File: config.mk
export PLATFORM = sky130hd
export DESIGN_NAME = telnet_option_negotiator_flat
export DESIGN_NICKNAME = d
export VERILOG_FILES = /design/src/rtl/core/tnon_pkg.sv /design/src/rtl/core/tnon_if.sv /design/src/rtl/core/telnet_option_negotiator.sv /design/src/rtl/core/tnon_parser.sv /design/src/rtl/core/tnon_emitter.sv /design/src/flat_wrapper.sv
export SDC_FILE = /design/constraint.sdc
export NUM_CORES = 1
export LEC_CHECK = 0
export ABC_AREA = 1
export BUFFER_PORTS_ARGS = -buffer_cell sky130_fd_sc_hd__buf_2
export CAP_MARGIN = 20
export CORE_ASPECT_RATIO = 0.7
export CORE_MARGIN = 4
export CORE_UTILIZATION = 50
export CTS_CLUSTER_DIAMETER = 150
export DETAILED_ROUTE_END_ITERATION = 8
export MAX_ROUTING_LAYER = met4
export PLACE_DENSITY = 0.76
export REMOVE_ABC_BUFFERS = 1
export SLEW_MARGIN = 30
export SYNTH_ARGS = -nofsm -noshare
export SYNTH_HDL_FRONTEND = slang
export SYNTH_HIERARCHICAL = 1
export SYNTH_SLANG_ARGS = --single-unit
File: constraint.sdc
create_clock -name clk -period 1.8 [get_ports clk]
set_clock_uncertainty 0.1 [all_clocks]
set_input_delay 0.09 -clock clk [delete_from_list [all_inputs] [get_ports clk]]
set_output_delay 0.09 -clock clk [all_outputs]
set_load 0.02 [all_outputs]
File: src/rtl/core/tnon_pkg.sv
// shared types and protocol codes for the telnet option negotiator
package tnon_pkg;

    localparam int MASK_W       = 40;
    localparam int OPT_IDX_W    = $clog2(MASK_W);
    localparam int OPTION_COUNT = 40;

    localparam logic [MASK_W-1:0] MASK_RESET = 40'd10754228264;

    localparam logic [7:0] CODE_IAC  = 8'd255;
    localparam logic [7:0] CODE_DONT = 8'd254;
    localparam logic [7:0] CODE_DO   = 8'd253;
    localparam logic [7:0] CODE_WONT = 8'd252;
    localparam logic [7:0] CODE_WILL = 8'd251;
    localparam logic [7:0] CODE_SB   = 8'd250;
    localparam logic [7:0] CODE_SE   = 8'd240;

    typedef enum logic [2:0] {
        PH_NORMAL,
        PH_IAC,
        PH_DO,
        PH_DONT,
        PH_SKIP,
        PH_SB,
        PH_SB_IAC
    } phase_t;

    typedef enum logic {
        KIND_DATA  = 1'b0,
        KIND_REPLY = 1'b1
    } kind_t;

    typedef logic [1:0] beat_t;
    localparam beat_t BEAT_FIRST = 2'd0;
    localparam beat_t BEAT_VERB  = 2'd1;
    localparam beat_t BEAT_LAST  = 2'd2;

    // one pending result burst: a data byte, or a reply IAC verb option
    typedef struct packed {
        kind_t      kind;
        logic [7:0] verb;
        logic [7:0] value;
    } rec_t;

endpackage

File: src/rtl/core/tnon_if.sv
// valid/ready channel interfaces for received bytes and result beats
interface tnon_in_if;
    logic       valid;
    logic       ready;
    logic [7:0] rx_byte;

    modport source (output valid, output rx_byte, input ready);
    modport sink   (input valid, input rx_byte, output ready);
endinterface

interface tnon_out_if;
    logic       valid;
    logic       ready;
    logic       out_kind;
    logic [7:0] out_byte;
    logic       out_last;

    modport source (output valid, output out_kind, output out_byte, output out_last,
                    input ready);
    modport sink   (input valid, input out_kind, input out_byte, input out_last,
                    output ready);
endinterface

File: src/rtl/core/telnet_option_negotiator.sv
// Telnet option negotiator: takes received bytes, passes data to the host and answers
// DO/DONT with a three-beat IAC WILL/WONT option reply. A byte is taken whenever the
// result register is empty or its final beat leaves in the same cycle, so data bytes
// run at one per cycle while out_ch.ready stays high; a DO or DONT option byte holds
// the result register for three beats, so the byte after it is taken with the third
// beat. Command and subnegotiation bytes give no beat and leave the result register
// untouched, so they are taken one per cycle while it is free.
module telnet_option_negotiator
#(
    parameter int OPTION_COUNT = tnon_pkg::OPTION_COUNT
)
(
    input  logic                         clk,
    input  logic                         rst_n,
    input  logic                         cfg_we,
    input  logic [tnon_pkg::MASK_W-1:0]  cfg_wdata,
    tnon_in_if.sink                      in_ch,
    tnon_out_if.source                   out_ch
);
    import tnon_pkg::*;

    logic accept;
    logic rec_valid;
    rec_t rec;
    logic free;

    assign in_ch.ready = free;
    assign accept      = in_ch.valid && in_ch.ready;

    tnon_parser
    #(
        .OPTION_COUNT (OPTION_COUNT)
    )
    u_parser
    (
        .clk       (clk),
        .rst_n     (rst_n),
        .cfg_we    (cfg_we),
        .cfg_wdata (cfg_wdata),
        .accept    (accept),
        .rx_byte   (in_ch.rx_byte),
        .rec_valid (rec_valid),
        .rec       (rec)
    );

    tnon_emitter u_emitter
    (
        .clk    (clk),
        .rst_n  (rst_n),
        .load   (accept && rec_valid),
        .rec    (rec),
        .free   (free),
        .out_ch (out_ch)
    );

    // a burst taken before its last beat keeps the output valid
    a_burst_continues: assert property (@(posedge clk) disable iff (!rst_n)
        out_ch.valid && out_ch.ready && !out_ch.out_last |=> out_ch.valid)
        else $error("reply burst cut short");

    // data beats are always single
    a_data_single: assert property (@(posedge clk) disable iff (!rst_n)
        out_ch.valid && !out_ch.out_kind |-> out_ch.out_last)
        else $error("data beat without last");

    // input stalls only behind a pending result
    a_stall_cause: assert property (@(posedge clk) disable iff (!rst_n)
        !in_ch.ready |-> out_ch.valid)
        else $error("input stalled with empty result register");

    // a reply burst that follows an idle output opens with IAC
    a_reply_head: assert property (@(posedge clk) disable iff (!rst_n)
        out_ch.valid && out_ch.out_kind && !$past(out_ch.valid) |-> out_ch.out_byte == CODE_IAC)
        else $error("reply burst does not start with IAC");

endmodule

File: src/rtl/core/tnon_parser.sv
// command parser: phase state machine, accept mask and reply decision
module tnon_parser
#(
    parameter int OPTION_COUNT = tnon_pkg::OPTION_COUNT
)
(
    input  logic                         clk,
    input  logic                         rst_n,
    input  logic                         cfg_we,
    input  logic [tnon_pkg::MASK_W-1:0]  cfg_wdata,
    input  logic                         accept,
    input  logic [7:0]                   rx_byte,
    output logic                         rec_valid,
    output tnon_pkg::rec_t               rec
);
    import tnon_pkg::*;

    phase_t            phase_reg;
    phase_t            phase_next;
    logic [MASK_W-1:0] mask_reg;
    logic              opt_ok;

    always_ff @(posedge clk or negedge rst_n)
    begin
        if (!rst_n)
        begin
            mask_reg <= MASK_RESET;
        end
        else if (cfg_we)
        begin
            mask_reg <= cfg_wdata;
        end
    end

    always_ff @(posedge clk or negedge rst_n)
    begin
        if (!rst_n)
        begin
            phase_reg <= PH_NORMAL;
        end
        else if (accept)
        begin
            phase_reg <= phase_next;
        end
    end

    // options past the mask width or the option count, or with a clear mask bit, are refused
    assign opt_ok = (rx_byte < 8'(OPTION_COUNT)) && (rx_byte < 8'(MASK_W))
                    && mask_reg[rx_byte[OPT_IDX_W-1:0]];

    always_comb
    begin
        phase_next = phase_reg;
        case (phase_reg)
            PH_NORMAL:
            begin
                if (rx_byte == CODE_IAC)
                    phase_next = PH_IAC;
            end
            PH_IAC:
            begin
                if (rx_byte == CODE_DO)
                    phase_next = PH_DO;
                else if (rx_byte == CODE_DONT)
                    phase_next = PH_DONT;
                else if (rx_byte inside {CODE_WILL, CODE_WONT})
                    phase_next = PH_SKIP;
                else if (rx_byte == CODE_SB)
                    phase_next = PH_SB;
                else
                    phase_next = PH_NORMAL;
            end
            PH_SB:
            begin
                if (rx_byte == CODE_IAC)
                    phase_next = PH_SB_IAC;
            end
            PH_SB_IAC:
            begin
                phase_next = (rx_byte == CODE_SE) ? PH_NORMAL : PH_SB;
            end
            default:
            begin
                phase_next = PH_NORMAL;
            end
        endcase
    end

    always_comb
    begin
        rec_valid  = 1'b0;
        rec.kind   = KIND_DATA;
        rec.verb   = CODE_WONT;
        rec.value  = rx_byte;
        case (phase_reg)
            PH_NORMAL:
            begin
                rec_valid = (rx_byte != CODE_IAC);
            end
            PH_DO:
            begin
                rec_valid = 1'b1;
                rec.kind  = KIND_REPLY;
                rec.verb  = opt_ok ? CODE_WILL : CODE_WONT;
            end
            PH_DONT:
            begin
                rec_valid = 1'b1;
                rec.kind  = KIND_REPLY;
            end
            default:
            begin
                rec_valid = 1'b0;
            end
        endcase
    end

endmodule

File: src/rtl/core/tnon_emitter.sv
// result register: holds one burst and sends it out beat by beat
module tnon_emitter
(
    input  logic           clk,
    input  logic           rst_n,
    input  logic           load,
    input  tnon_pkg::rec_t rec,
    output logic           free,
    tnon_out_if.source     out_ch
);
    import tnon_pkg::*;

    rec_t  rec_reg;
    logic  full_reg;
    beat_t beat_reg;
    logic  take;

    assign take = out_ch.valid && out_ch.ready;
    assign free = !full_reg || (take && out_ch.out_last);

    always_ff @(posedge clk or negedge rst_n)
    begin
        if (!rst_n)
        begin
            full_reg <= 1'b0;
            beat_reg <= BEAT_FIRST;
        end
        else if (load)
        begin
            full_reg <= 1'b1;
            beat_reg <= BEAT_FIRST;
        end
        else if (take && out_ch.out_last)
        begin
            full_reg <= 1'b0;
        end
        else if (take)
        begin
            beat_reg <= beat_reg + 2'd1;
        end
    end

    always_ff @(posedge clk)
    begin
        if (load)
        begin
            rec_reg <= rec;
        end
    end

    assign out_ch.valid    = full_reg;
    assign out_ch.out_kind = rec_reg.kind;
    assign out_ch.out_last = (rec_reg.kind == KIND_DATA) || (beat_reg == BEAT_LAST);

    always_comb
    begin
        if (rec_reg.kind == KIND_DATA)
        begin
            out_ch.out_byte = rec_reg.value;
        end
        else
        begin
            case (beat_reg)
                BEAT_FIRST: out_ch.out_byte = CODE_IAC;
                BEAT_VERB:  out_ch.out_byte = rec_reg.verb;
                default:    out_ch.out_byte = rec_reg.value;
            endcase
        end
    end

endmodule
File: src/flat_wrapper.sv
// flat-port wrapper written by rule: the top's interface ports become plain ports
module telnet_option_negotiator_flat import tnon_pkg::*;
#(
    parameter int OPTION_COUNT = tnon_pkg::OPTION_COUNT
)
  (clk, rst_n, cfg_we, cfg_wdata, in_ch_valid, in_ch_rx_byte, in_ch_ready, out_ch_valid, out_ch_out_kind, out_ch_out_byte, out_ch_out_last, out_ch_ready);
  tnon_in_if in_ch_i ();
  tnon_out_if out_ch_i ();
  input  logic clk;
  input  logic rst_n;
  input  logic cfg_we;
  input  logic [tnon_pkg::MASK_W-1:0] cfg_wdata;
  input wire logic [$bits(in_ch_i.valid)-1:0] in_ch_valid;
  input wire logic [$bits(in_ch_i.rx_byte)-1:0] in_ch_rx_byte;
  output wire logic [$bits(in_ch_i.ready)-1:0] in_ch_ready;
  output wire logic [$bits(out_ch_i.valid)-1:0] out_ch_valid;
  output wire logic [$bits(out_ch_i.out_kind)-1:0] out_ch_out_kind;
  output wire logic [$bits(out_ch_i.out_byte)-1:0] out_ch_out_byte;
  output wire logic [$bits(out_ch_i.out_last)-1:0] out_ch_out_last;
  input wire logic [$bits(out_ch_i.ready)-1:0] out_ch_ready;
  assign in_ch_i.valid = in_ch_valid;
  assign in_ch_i.rx_byte = in_ch_rx_byte;
  assign in_ch_ready = in_ch_i.ready;
  assign out_ch_valid = out_ch_i.valid;
  assign out_ch_out_kind = out_ch_i.out_kind;
  assign out_ch_out_byte = out_ch_i.out_byte;
  assign out_ch_out_last = out_ch_i.out_last;
  assign out_ch_i.ready = out_ch_ready;
  telnet_option_negotiator #(.OPTION_COUNT(OPTION_COUNT)) u_core (.clk(clk), .rst_n(rst_n), .cfg_we(cfg_we), .cfg_wdata(cfg_wdata), .in_ch(in_ch_i), .out_ch(out_ch_i));
endmodule
==> results of run 1 <==
==> synth_stat cells, drive strengths merged (4+ instances only) <==
| cell type | instances |
|---|---|
| nand2 | 109 |
| inv | 57 |
| dfstp | 6 |
| nor2 | 27 |
| edfxtp | 17 |
| dfrtp | 40 |
| a21oi | 4 |
| buf | 22 |
| nand3 | 17 |
| mux2 | 30 |
| o21ai | 19 |
| nand4 | 10 |
==> routing by layer <==
metal	up-vias	wire length, µm
met5	-	0
met4	0	191
met3	17	472
met2	91	3876
met1	1316	3598
li1	1411	-
==> cell usage in the layout (no fill, tap or decap), types with 2 or more instances in the layout <==
| master | n |
|---|---|
| nor2_1 | 20 |
| buf_6 | 6 |
| clkinv_2 | 3 |
| a21oi_1 | 3 |
| o21ai_1 | 3 |
| edfxtp_1 | 17 |
| inv_4 | 2 |
| nor2_4 | 6 |
| conb_1 | 5 |
| nand4_1 | 10 |
| dfrtp_1 | 40 |
| nand2_1 | 105 |
| inv_1 | 47 |
| dfstp_2 | 6 |
| clkinvlp_4 | 2 |
| nand3_1 | 16 |
| o2111ai_1 | 2 |
| mux2_2 | 30 |
| buf_2 | 56 |
| clkbuf_8 | 9 |
| ha_4 | 2 |
| dlygate4sd3_1 | 47 |
| buf_12 | 4 |
| a22oi_1 | 2 |
| buf_4 | 12 |
| o21ai_0 | 14 |
| inv_2 | 9 |
| nand2_2 | 3 |
==> per-stage QoR <==
step                cells  cell area, µm²
finish                585            4524
global route          585            4524
CTS                   580            4423
detailed placement    515            3707
global placement      515            3707
floorplan             353            3183
==> cell families (layout without fill, tap and decap cells) <==
family,after synthesis,count (layout),share of synthesized area
buffers and inverters,83,199,0.1223
other,1,5,0.001117
DFF,63,63,0.4974
and+or+nand+nor,165,165,0.2136
adders and majority gates,3,3,0.01119
muxes,30,30,0.1007
AOI/OAI and AO/OA,29,29,0.05369
==> power groups by stage <==
| stage | clock network, mW | registers, mW | logic (mW) |
|---|---|---|---|
| after detailed placement | 0 | 1.89 | 1.35 |
| after floorplan | 0 | 1.89 | 0.835 |
| after global placement | 0 | 1.87 | 1.31 |
| final | 1.15 | 1.87 | 1.75 |
| after CTS | 1.19 | 1.86 | 1.54 |
| after global routing | 1.25 | 1.89 | 1.92 |
==> cell type report <==
| type | count | share of cell area |
|---|---|---|
| flip-flops and latches | 63 | 0.3689 |
| multi-input cells | 232 | 0.2967 |
| repair buffers | 125 | 0.2185 |
| inverters | 58 | 0.04923 |
| clock buffers | 9 | 0.02738 |
| well taps | 91 | 0.02517 |
| clock inverters | 7 | 0.01410 |
==> repair_timing <==
item                                    4_1_cts  5_1_grt
buffers inserted                              2        5
gates resized for setup                       7       26
pin swaps                                     2       14
endpoints found under the hold margin        65        0
endpoints found under the setup margin        8       32
hold buffers                                 47        0
==> worst paths after layout <==
check	slack, ns	endpoint	cells after the start	start
setup / recovery	0.01	out_ch_out_byte[0]	7	u_core/u_emitter/beat_reg[0]
hold / removal	0.12	u_core/u_emitter/rec_reg[0]	1	in_ch_rx_byte[0]
setup reg to reg	0.07	u_core/u_emitter/rec_reg[0]	7	u_core/u_emitter/beat_reg[0]
hold reg to reg	0.41	u_core/u_parser/mask_reg[6]	1	u_core/u_parser/mask_reg[6]
max in group asynchronous	0.85	u_core/u_parser/mask_reg[15]	3	rst_n
min in group asynchronous	0.17	u_core/u_parser/mask_reg[10]	2	rst_n
==> critical path, stage by stage (launching register included) <==
cell,delay (ns)
dfrtp_1,0.40
buf_6,0.13
ha_4,0.17
o21ai_4,0.22
nand2_1,0.08
nand2_1,0.07
inv_1,0.05
buf_6,0.12
==> flow_summary.ini, run 1 <==
[synthesis]
synthTopCellsByArea = dfrtp_1 30%, edfxtp_1 15%, nand2_1 12%
ys_async_sr_fraction = 0.7302
syn_avg_cell_area_um2 = 8.973
ys_seq_area_frac = 0.4974
synth_top_cell_by_area = dfrtp_1
ys_seq_elements = 63
synthesis.instances = 374
yosys_warnings = 6
ys_types = 34
synth_edf_count = 17
syn_area_mm2 = 0.003356
ys.flop_type = dfrtp_1
netlist.area_leader.share = 0.2983

[outcome]
run_status = completed

[drt]
ant_nets = 0
wl_per_cell_um = 13.91
via_count = 2835
via_per_inst = 4.846
initialDrtViolationCount = 197
firstDrtPassIters = 4
drc = 0
routed_wl_um = 8137

[clock_tree]
clock-sinks = 63
cts_tree = done
cts_buffers = 9
clk_latency_ns = 0.34
htreeDepth = 3
cts_root_buf = clkbuf_8
clk_pin_slew_ns = 0.07
cts.path.max_buffers = 2

[timing]
post-route-period-util = 0.9936
hold_violations = 0
slew_headroom = 0.6477
setup-violations-final = 0
fin_crit_ns = 1.789
fmax_ghz = 0.5591
rsz0062_at_grt = yes
fin_ws_ns = 0.01144
slew_viol_final = 0
tns_ns = 0
whs_ns = 0.1179
worst_pin_slew_ns = 0.5284

[setup_path]
crit_type = flip-flop to output pin
crit_arrival_ns = 1.60
required_ns = 1.61
cp_max_fo = 8
start_kind = flip-flop
end_kind = output pin

[floorplanning]
rows = 24
fp.dieW_um = 105.9
initial_utilization = 0.5271
die-area_mm2 = 0.008107
io_pins = 65
fp.dieH_um = 76.54
coreArea_mm2 = 0.006366

[pwr]
totalPowerFinal_mw = 4.772
combPwrFrac = 0.367
clockPowerShare = 0.242
p_sw_mw = 1.630
intPower_mw = 3.142
ir_worst_vdd_mv = 0.7565
p_leak_nw = 2.220
seqPwrFrac = 0.391
sw_frac_of_total = 0.3416
power_density_mw_per_mm2 = 1055

[placement]
place_ws_ns = 0.03638
gp_congestion = 0.8769
hpwl_um = 5325
port_buffers = 64

[layout]
regArea_mm2 = 0.001669
num-fill-cells = 468
nNetsFinal = 545
multiInputGateArea_mm2 = 0.001343
final_util = 0.7107
largest_reg_flops = 40
drive_above_1_share = 0.3219
n_antenna_cell = 0
area_growth_pct = 34.82

[global_route]
use_met3 = 0.04742
grt_busiest_layer = met2
antenna_found_initial = 0
gr-total-overflow = 0
use_met1 = 0.2755
grt_pass1_wl_um = 13370
grt_pass1_vias = 2850
grt_max_degree = 35
grt_usage = 0.2145
grtUsageMet2 = 0.3308

[hold_path]
hold_path.class = primary input to flip-flop

[job]
maxCapViolations = 0
(Power assumes the default switching activity.)
==> run 2: changes to the inputs <==
- MAX_ROUTING_LAYER: met4 -> default
==> run 2 against run 1 <==
Against the previous run:
- clock-buffer cell count did not move
- total power down 0.12%
- largest power group unchanged
- maximum frequency rose by 0.17%
- critical path depth unchanged
- die area is the same
- via count up 0.53%
==> flow_summary.ini, run 2 (synthesis gave the netlist of run 1 again) <==
[timing]
rsz0062_at_grt = yes
slew_viol_final = 0
post-route-period-util = 0.9920
worst_pin_slew_ns = 0.5336
hold_violations = 0
slew_headroom = 0.6443
tns_ns = 0
fmax_ghz = 0.5600
fin_crit_ns = 1.786
fin_ws_ns = 0.01444
setup-violations-final = 0
whs_ns = 0.1222

[clock_tree]
cts_root_buf = clkbuf_8
clock-sinks = 63
cts_tree = done
clk_pin_slew_ns = 0.07
htreeDepth = 3
clk_latency_ns = 0.33
cts_buffers = 9
cts.path.max_buffers = 2

[layout]
n_antenna_cell = 0
finish.instance_area_mm2 = 0.004524
nNetsFinal = 545
layout_commonest_cell = nand2_1
drive_above_1_share = 0.3219
largest_reg_flops = 40
layout_common_cells = 105 x nand2_1, 56 x buf_2, 47 x dlygate4sd3_1, 47 x inv_1, 40 x dfrtp_1
area_growth_pct = 34.82
fin_cells = 585
num-fill-cells = 468
final_util = 0.7107

[pwr]
intPower_mw = 3.142
ir_worst_vdd_mv = 0.7549
power_density_mw_per_mm2 = 1053
totalPowerFinal_mw = 4.766
combPwrFrac = 0.367
p_leak_nw = 2.220
sw_frac_of_total = 0.3408
seqPwrFrac = 0.392
clockPowerShare = 0.241
p_sw_mw = 1.624

[setup_path]
cp-startpoint = u_core/u_emitter/beat_reg[0]
crit_path_end = out_ch_out_byte[0]
cp_slowest_stage_delay_ns = 0.40
rr_endpoint = u_core/u_emitter/rec_reg[0]
cp_slowest_cell = dfrtp_1
start_kind = flip-flop
r2r_setup_slack_ns = 0.07
required_ns = 1.61
cp_max_fo = 8
crit_type = flip-flop to output pin
end_kind = output pin
crit_arrival_ns = 1.60
path_cells = buf_6, ha_4, o21ai_4, nand2_1, nand2_1, inv_1, buf_6
cpLargestDelayFamily = flip-flops
cp.depth = 7
reg2reg_depth = 7
crit_buf_inv = 3
reg2reg_from = u_core/u_emitter/beat_reg[0]

[drt]
initialDrtViolationCount = 202
ant_nets = 0
via_per_inst = 4.872
routed_wl_um = 8123
firstDrtPassIters = 5
via_count = 2850
drc = 0
wl_per_cell_um = 13.89

[placement]
placedCellCount = 515
hpwl_um = 5325
place_area_mm2 = 0.003707
place_ws_ns = 0.03638
gp_congestion = 0.8629
port_buffers = 64

[outcome]
run_status = completed

[floorplanning]
initial_utilization = 0.5271
coreArea_mm2 = 0.006366
io_pins = 65
fp.dieW_um = 105.9
die-area_mm2 = 0.008107
rows = 24
fp.dieH_um = 76.54

[global_route]
grt_pass1_wl_um = 13370
grt_usage = 0.2085
gr-total-overflow = 0
grt_pass1_vias = 2849
grt_max_degree = 35
antenna_found_initial = 0

[hold_path]
hold_path.class = primary input to flip-flop

[job]
maxCapViolations = 0
==> run 2: cell counts in the layout (fill, tap and decap cells not counted) <==
Identical to the previous run, type by type.
==> run 2: worst min path at each step <==
stage | cells after the start | from | end
CTS | 5 | out_ch_ready | u_core/u_emitter/beat_reg[1]
global route | 1 | in_ch_rx_byte[0] | u_core/u_emitter/rec_reg[0]
finish | 1 | in_ch_rx_byte[0] | u_core/u_emitter/rec_reg[0]
global placement | 1 | rst_n | u_core/u_parser/mask_reg[8]
detailed placement | 1 | rst_n | u_core/u_parser/mask_reg[10]
floorplan | 0 | rst_n | u_core/u_emitter/beat_reg[0]
==> run 2: power groups by stage <==
stage / logic [mW] / registers, mW / clock network, mW
5_1_grt: 1.92 / 1.89 / 1.24
3_3_place_gp: 1.31 / 1.87 / 0
3_5_place_dp: 1.35 / 1.89 / 0
2_1_floorplan: 0.835 / 1.89 / 0
4_1_cts: 1.54 / 1.86 / 1.19
6_report: 1.75 / 1.87 / 1.15
==> run 2: final cells by class <==
| class | count | area, µm² | share of cell area |
|---|---|---|---|
| Sequential cell | 63 | 1669 | 0.3689 |
| Multi-Input combinational cell | 232 | 1343 | 0.2967 |
| Timing Repair Buffer | 125 | 988.4 | 0.2185 |
| Inverter | 58 | 222.7 | 0.04923 |
| Clock buffer | 9 | 123.9 | 0.02738 |
| Tap cell | 91 | 113.9 | 0.02517 |
| Clock inverter | 7 | 63.81 | 0.01410 |
==> run 2: worst reg2reg max path: stages (launching register included) <==
cell,delay (ns)
dfrtp_1,0.40
inv_2,0.10
ha_2,0.22
nor2_4,0.06
o21ai_2,0.13
nand2_1,0.12
nor2_4,0.16
buf_4,0.17
==> run 2: per-layer routing <==
layer | vias to the layer above | wire, µm | GRT usage
met5 | - | 0 | 0
met4 | 0 | 176 | 0.08797
met3 | 16 | 519 | 0.04996
met2 | 109 | 3880 | 0.3289
met1 | 1317 | 3545 | 0.2755
li1 | 1408 | - | -
==> run 2: what timing repair did <==
action                                  in CTS  in global routing
endpoints found under the hold margin       65                  0
buffers inserted                             2                  5
pin swaps                                    2                 14
endpoints found under the setup margin       8                 32
hold buffers                                47                  0
resized for setup                            7                 26
==> run 3: changes to the inputs <==
- HOLD_SLACK_MARGIN: default -> 0.12
- SETUP_SLACK_MARGIN: default -> 0.02
==> run 3 against run 2 <==
Against the previous run:
- the run now ends with negative setup slack left
- die area did not move
- largest power group unchanged
- cell count rose by 0.17%
- sequential cell count did not move
- global-route usage fell by 0.072 points
==> flow_summary.ini, run 3 (synthesis gave the netlist of run 1 again) <==
[drt]
wl_per_cell_um = 13.74
initialDrtViolationCount = 222
firstDrtPassIters = 5
drc = 0
routed_wl_um = 8050
via_per_inst = 4.875
ant_nets = 0
via_count = 2857

[setup_path]
crit_arrival_ns = 1.76
cp_slowest_cell = dfrtp_2
cp_max_fo = 4
r2r_setup_slack_ns = -0.008
crit_buf_inv = 2
path_cells = inv_4, ha_2, nor2_4, o21ai_2, nand2_2, nor2_4, buf_4
cpLargestDelayFamily = flip-flops
reg2reg_depth = 7
reg2reg_from = u_core/u_emitter/beat_reg[0]
cp_common_cell = nor2_4
required_ns = 1.75
cp_slowest_stage_delay_ns = 0.46
crit_type = flip-flop to flip-flop
end_kind = flip-flop
rr_endpoint = u_core/u_emitter/rec_reg[0]
cp-startpoint = u_core/u_emitter/beat_reg[0]
start_kind = flip-flop
cp.depth = 7

[pwr]
power_density_mw_per_mm2 = 1045
combPwrFrac = 0.360
ir_worst_vdd_mv = 0.7474
sw_frac_of_total = 0.3429
totalPowerFinal_mw = 4.739
clockPowerShare = 0.243
p_sw_mw = 1.625
p_leak_nw = 2.212
intPower_mw = 3.114
seqPwrFrac = 0.397

[placement]
gp_congestion = 0.8629
place_ws_ns = 0.03638
hpwl_um = 5325
port_buffers = 64

[floorplanning]
io_pins = 65
rows = 24
die-area_mm2 = 0.008107
initial_utilization = 0.5271
coreArea_mm2 = 0.006366
fp.dieH_um = 76.54
fp.dieW_um = 105.9

[layout]
final_util = 0.7121
nNetsFinal = 546
layout_common_cells = 105 x nand2_1, 58 x buf_2, 51 x dlygate4sd3_1
num-fill-cells = 473
area_growth_pct = 35.09
drive_above_1_share = 0.3172
layout_commonest_cell = nand2_1
largest_reg_flops = 40
n_antenna_cell = 0

[hold_path]
holdPathEnd = u_core/u_parser/mask_reg[25]
hold_path.class = primary input to flip-flop
min-delay-start = cfg_we
holdPathStages = 2

[timing]
slew_viol_final = 0
fmax_ghz = 0.5531
worst_pin_slew_ns = 0.5288
fin_crit_ns = 1.808
setup-violations-final = 13
slew_headroom = 0.6475
rsz0062_at_grt = yes
fin_ws_ns = -0.007846
hold_violations = 0
post-route-period-util = 1.004

[outcome]
run_status = complete, but fails checks
violations = negative setup slack

[global_route]
grt_max_degree = 35
antenna_found_initial = 0
grt_pass1_vias = 2839
grt_usage = 0.2078
gr-total-overflow = 0
grt_pass1_wl_um = 13320

[clock_tree]
htreeDepth = 3
cts_root_buf = clkbuf_8
clk_pin_slew_ns = 0.07
clock-sinks = 63
clk_latency_ns = 0.34
cts_buffers = 9
cts_tree = done
cts.path.max_buffers = 2

[job]
maxCapViolations = 0
run 3: cell types whose count changed in the layout (fill, tap and decap cells not counted):
| cell | previous run | this run |
|---|---|---|
| inv_4 | 2 | 3 |
| dlygate4sd3_1 | 47 | 51 |
| buf_6 | 6 | 4 |
| buf_2 | 56 | 58 |
| buf_4 | 12 | 9 |
| dfrtp_2 | 0 | 1 |
| dfrtp_1 | 40 | 39 |
| inv_2 | 9 | 8 |
run 3: stage by stage:
step | hold WS [ns] | TNS (ns) | instance area (µm²) | cells
global route | 0.1572 | -1.107 | 4533 | 586
CTS | 0.1226 | 0 | 4466 | 584
global placement | 0.009430 | 0 | 3707 | 515
detailed placement | 0.01547 | 0 | 3707 | 515
finish | 0.1317 | -0.07643 | 4533 | 586
floorplan | -0.3056 | -10.47 | 3183 | 353
run 3: power by group through the flow:
stage	clock (mW)	sequential [mW]	combinational [mW]
finish	1.15	1.88	1.71
global route	1.24	1.90	1.87
CTS	1.19	1.87	1.57
detailed placement	0	1.89	1.35
global placement	0	1.87	1.31
floorplan	0	1.89	0.835
run 3: worst reg2reg max path: stages, from the launching register on:
cell	delay, ns
dfrtp_2	0.46
inv_4	0.09
ha_2	0.21
nor2_4	0.05
o21ai_2	0.18
nand2_2	0.10
nor2_4	0.17
buf_4	0.17
run 3: how the worst max path moves through the flow:
stage                                   end  slack (ns)
2_1_floorplan  u_core/u_emitter/beat_reg[0]       -0.61
3_3_place_gp    u_core/u_emitter/rec_reg[0]        0.14
3_5_place_dp    u_core/u_emitter/rec_reg[0]        0.04
4_1_cts                  out_ch_out_byte[7]        0.01
5_1_grt         u_core/u_emitter/rec_reg[0]       -0.05
6_report        u_core/u_emitter/rec_reg[0]      -0.008
run 3: area by class of cell:
type	count	area (µm²)	share of cell area
multi-input cells	232	1343	0.2962
inverters	58	225.2	0.04968
clock inverters	7	63.81	0.01408
flip-flops and latches	63	1670	0.3685
well taps	91	113.9	0.02512
repair buffers	126	993.5	0.2192
clock buffers	9	123.9	0.02733
run 3: layer usage:
metal	part of all wire	track usage	vias to the layer above	wire length (µm)
met5	0	0	-	0
met2	0.48	0.3321	104	3834
met3	0.056	0.04911	16	453
li1	-	-	1408	-
met4	0.022	0.08279	0	174
met1	0.45	0.2734	1329	3588
run 3: timing repair:
action	CTS	global route
buffers inserted	3	1
hold endpoints to repair	91	1
pin swaps	5	12
gates cloned	0	0
endpoints found under the setup margin	8	32
resized for setup	10	21
hold buffers	50	1
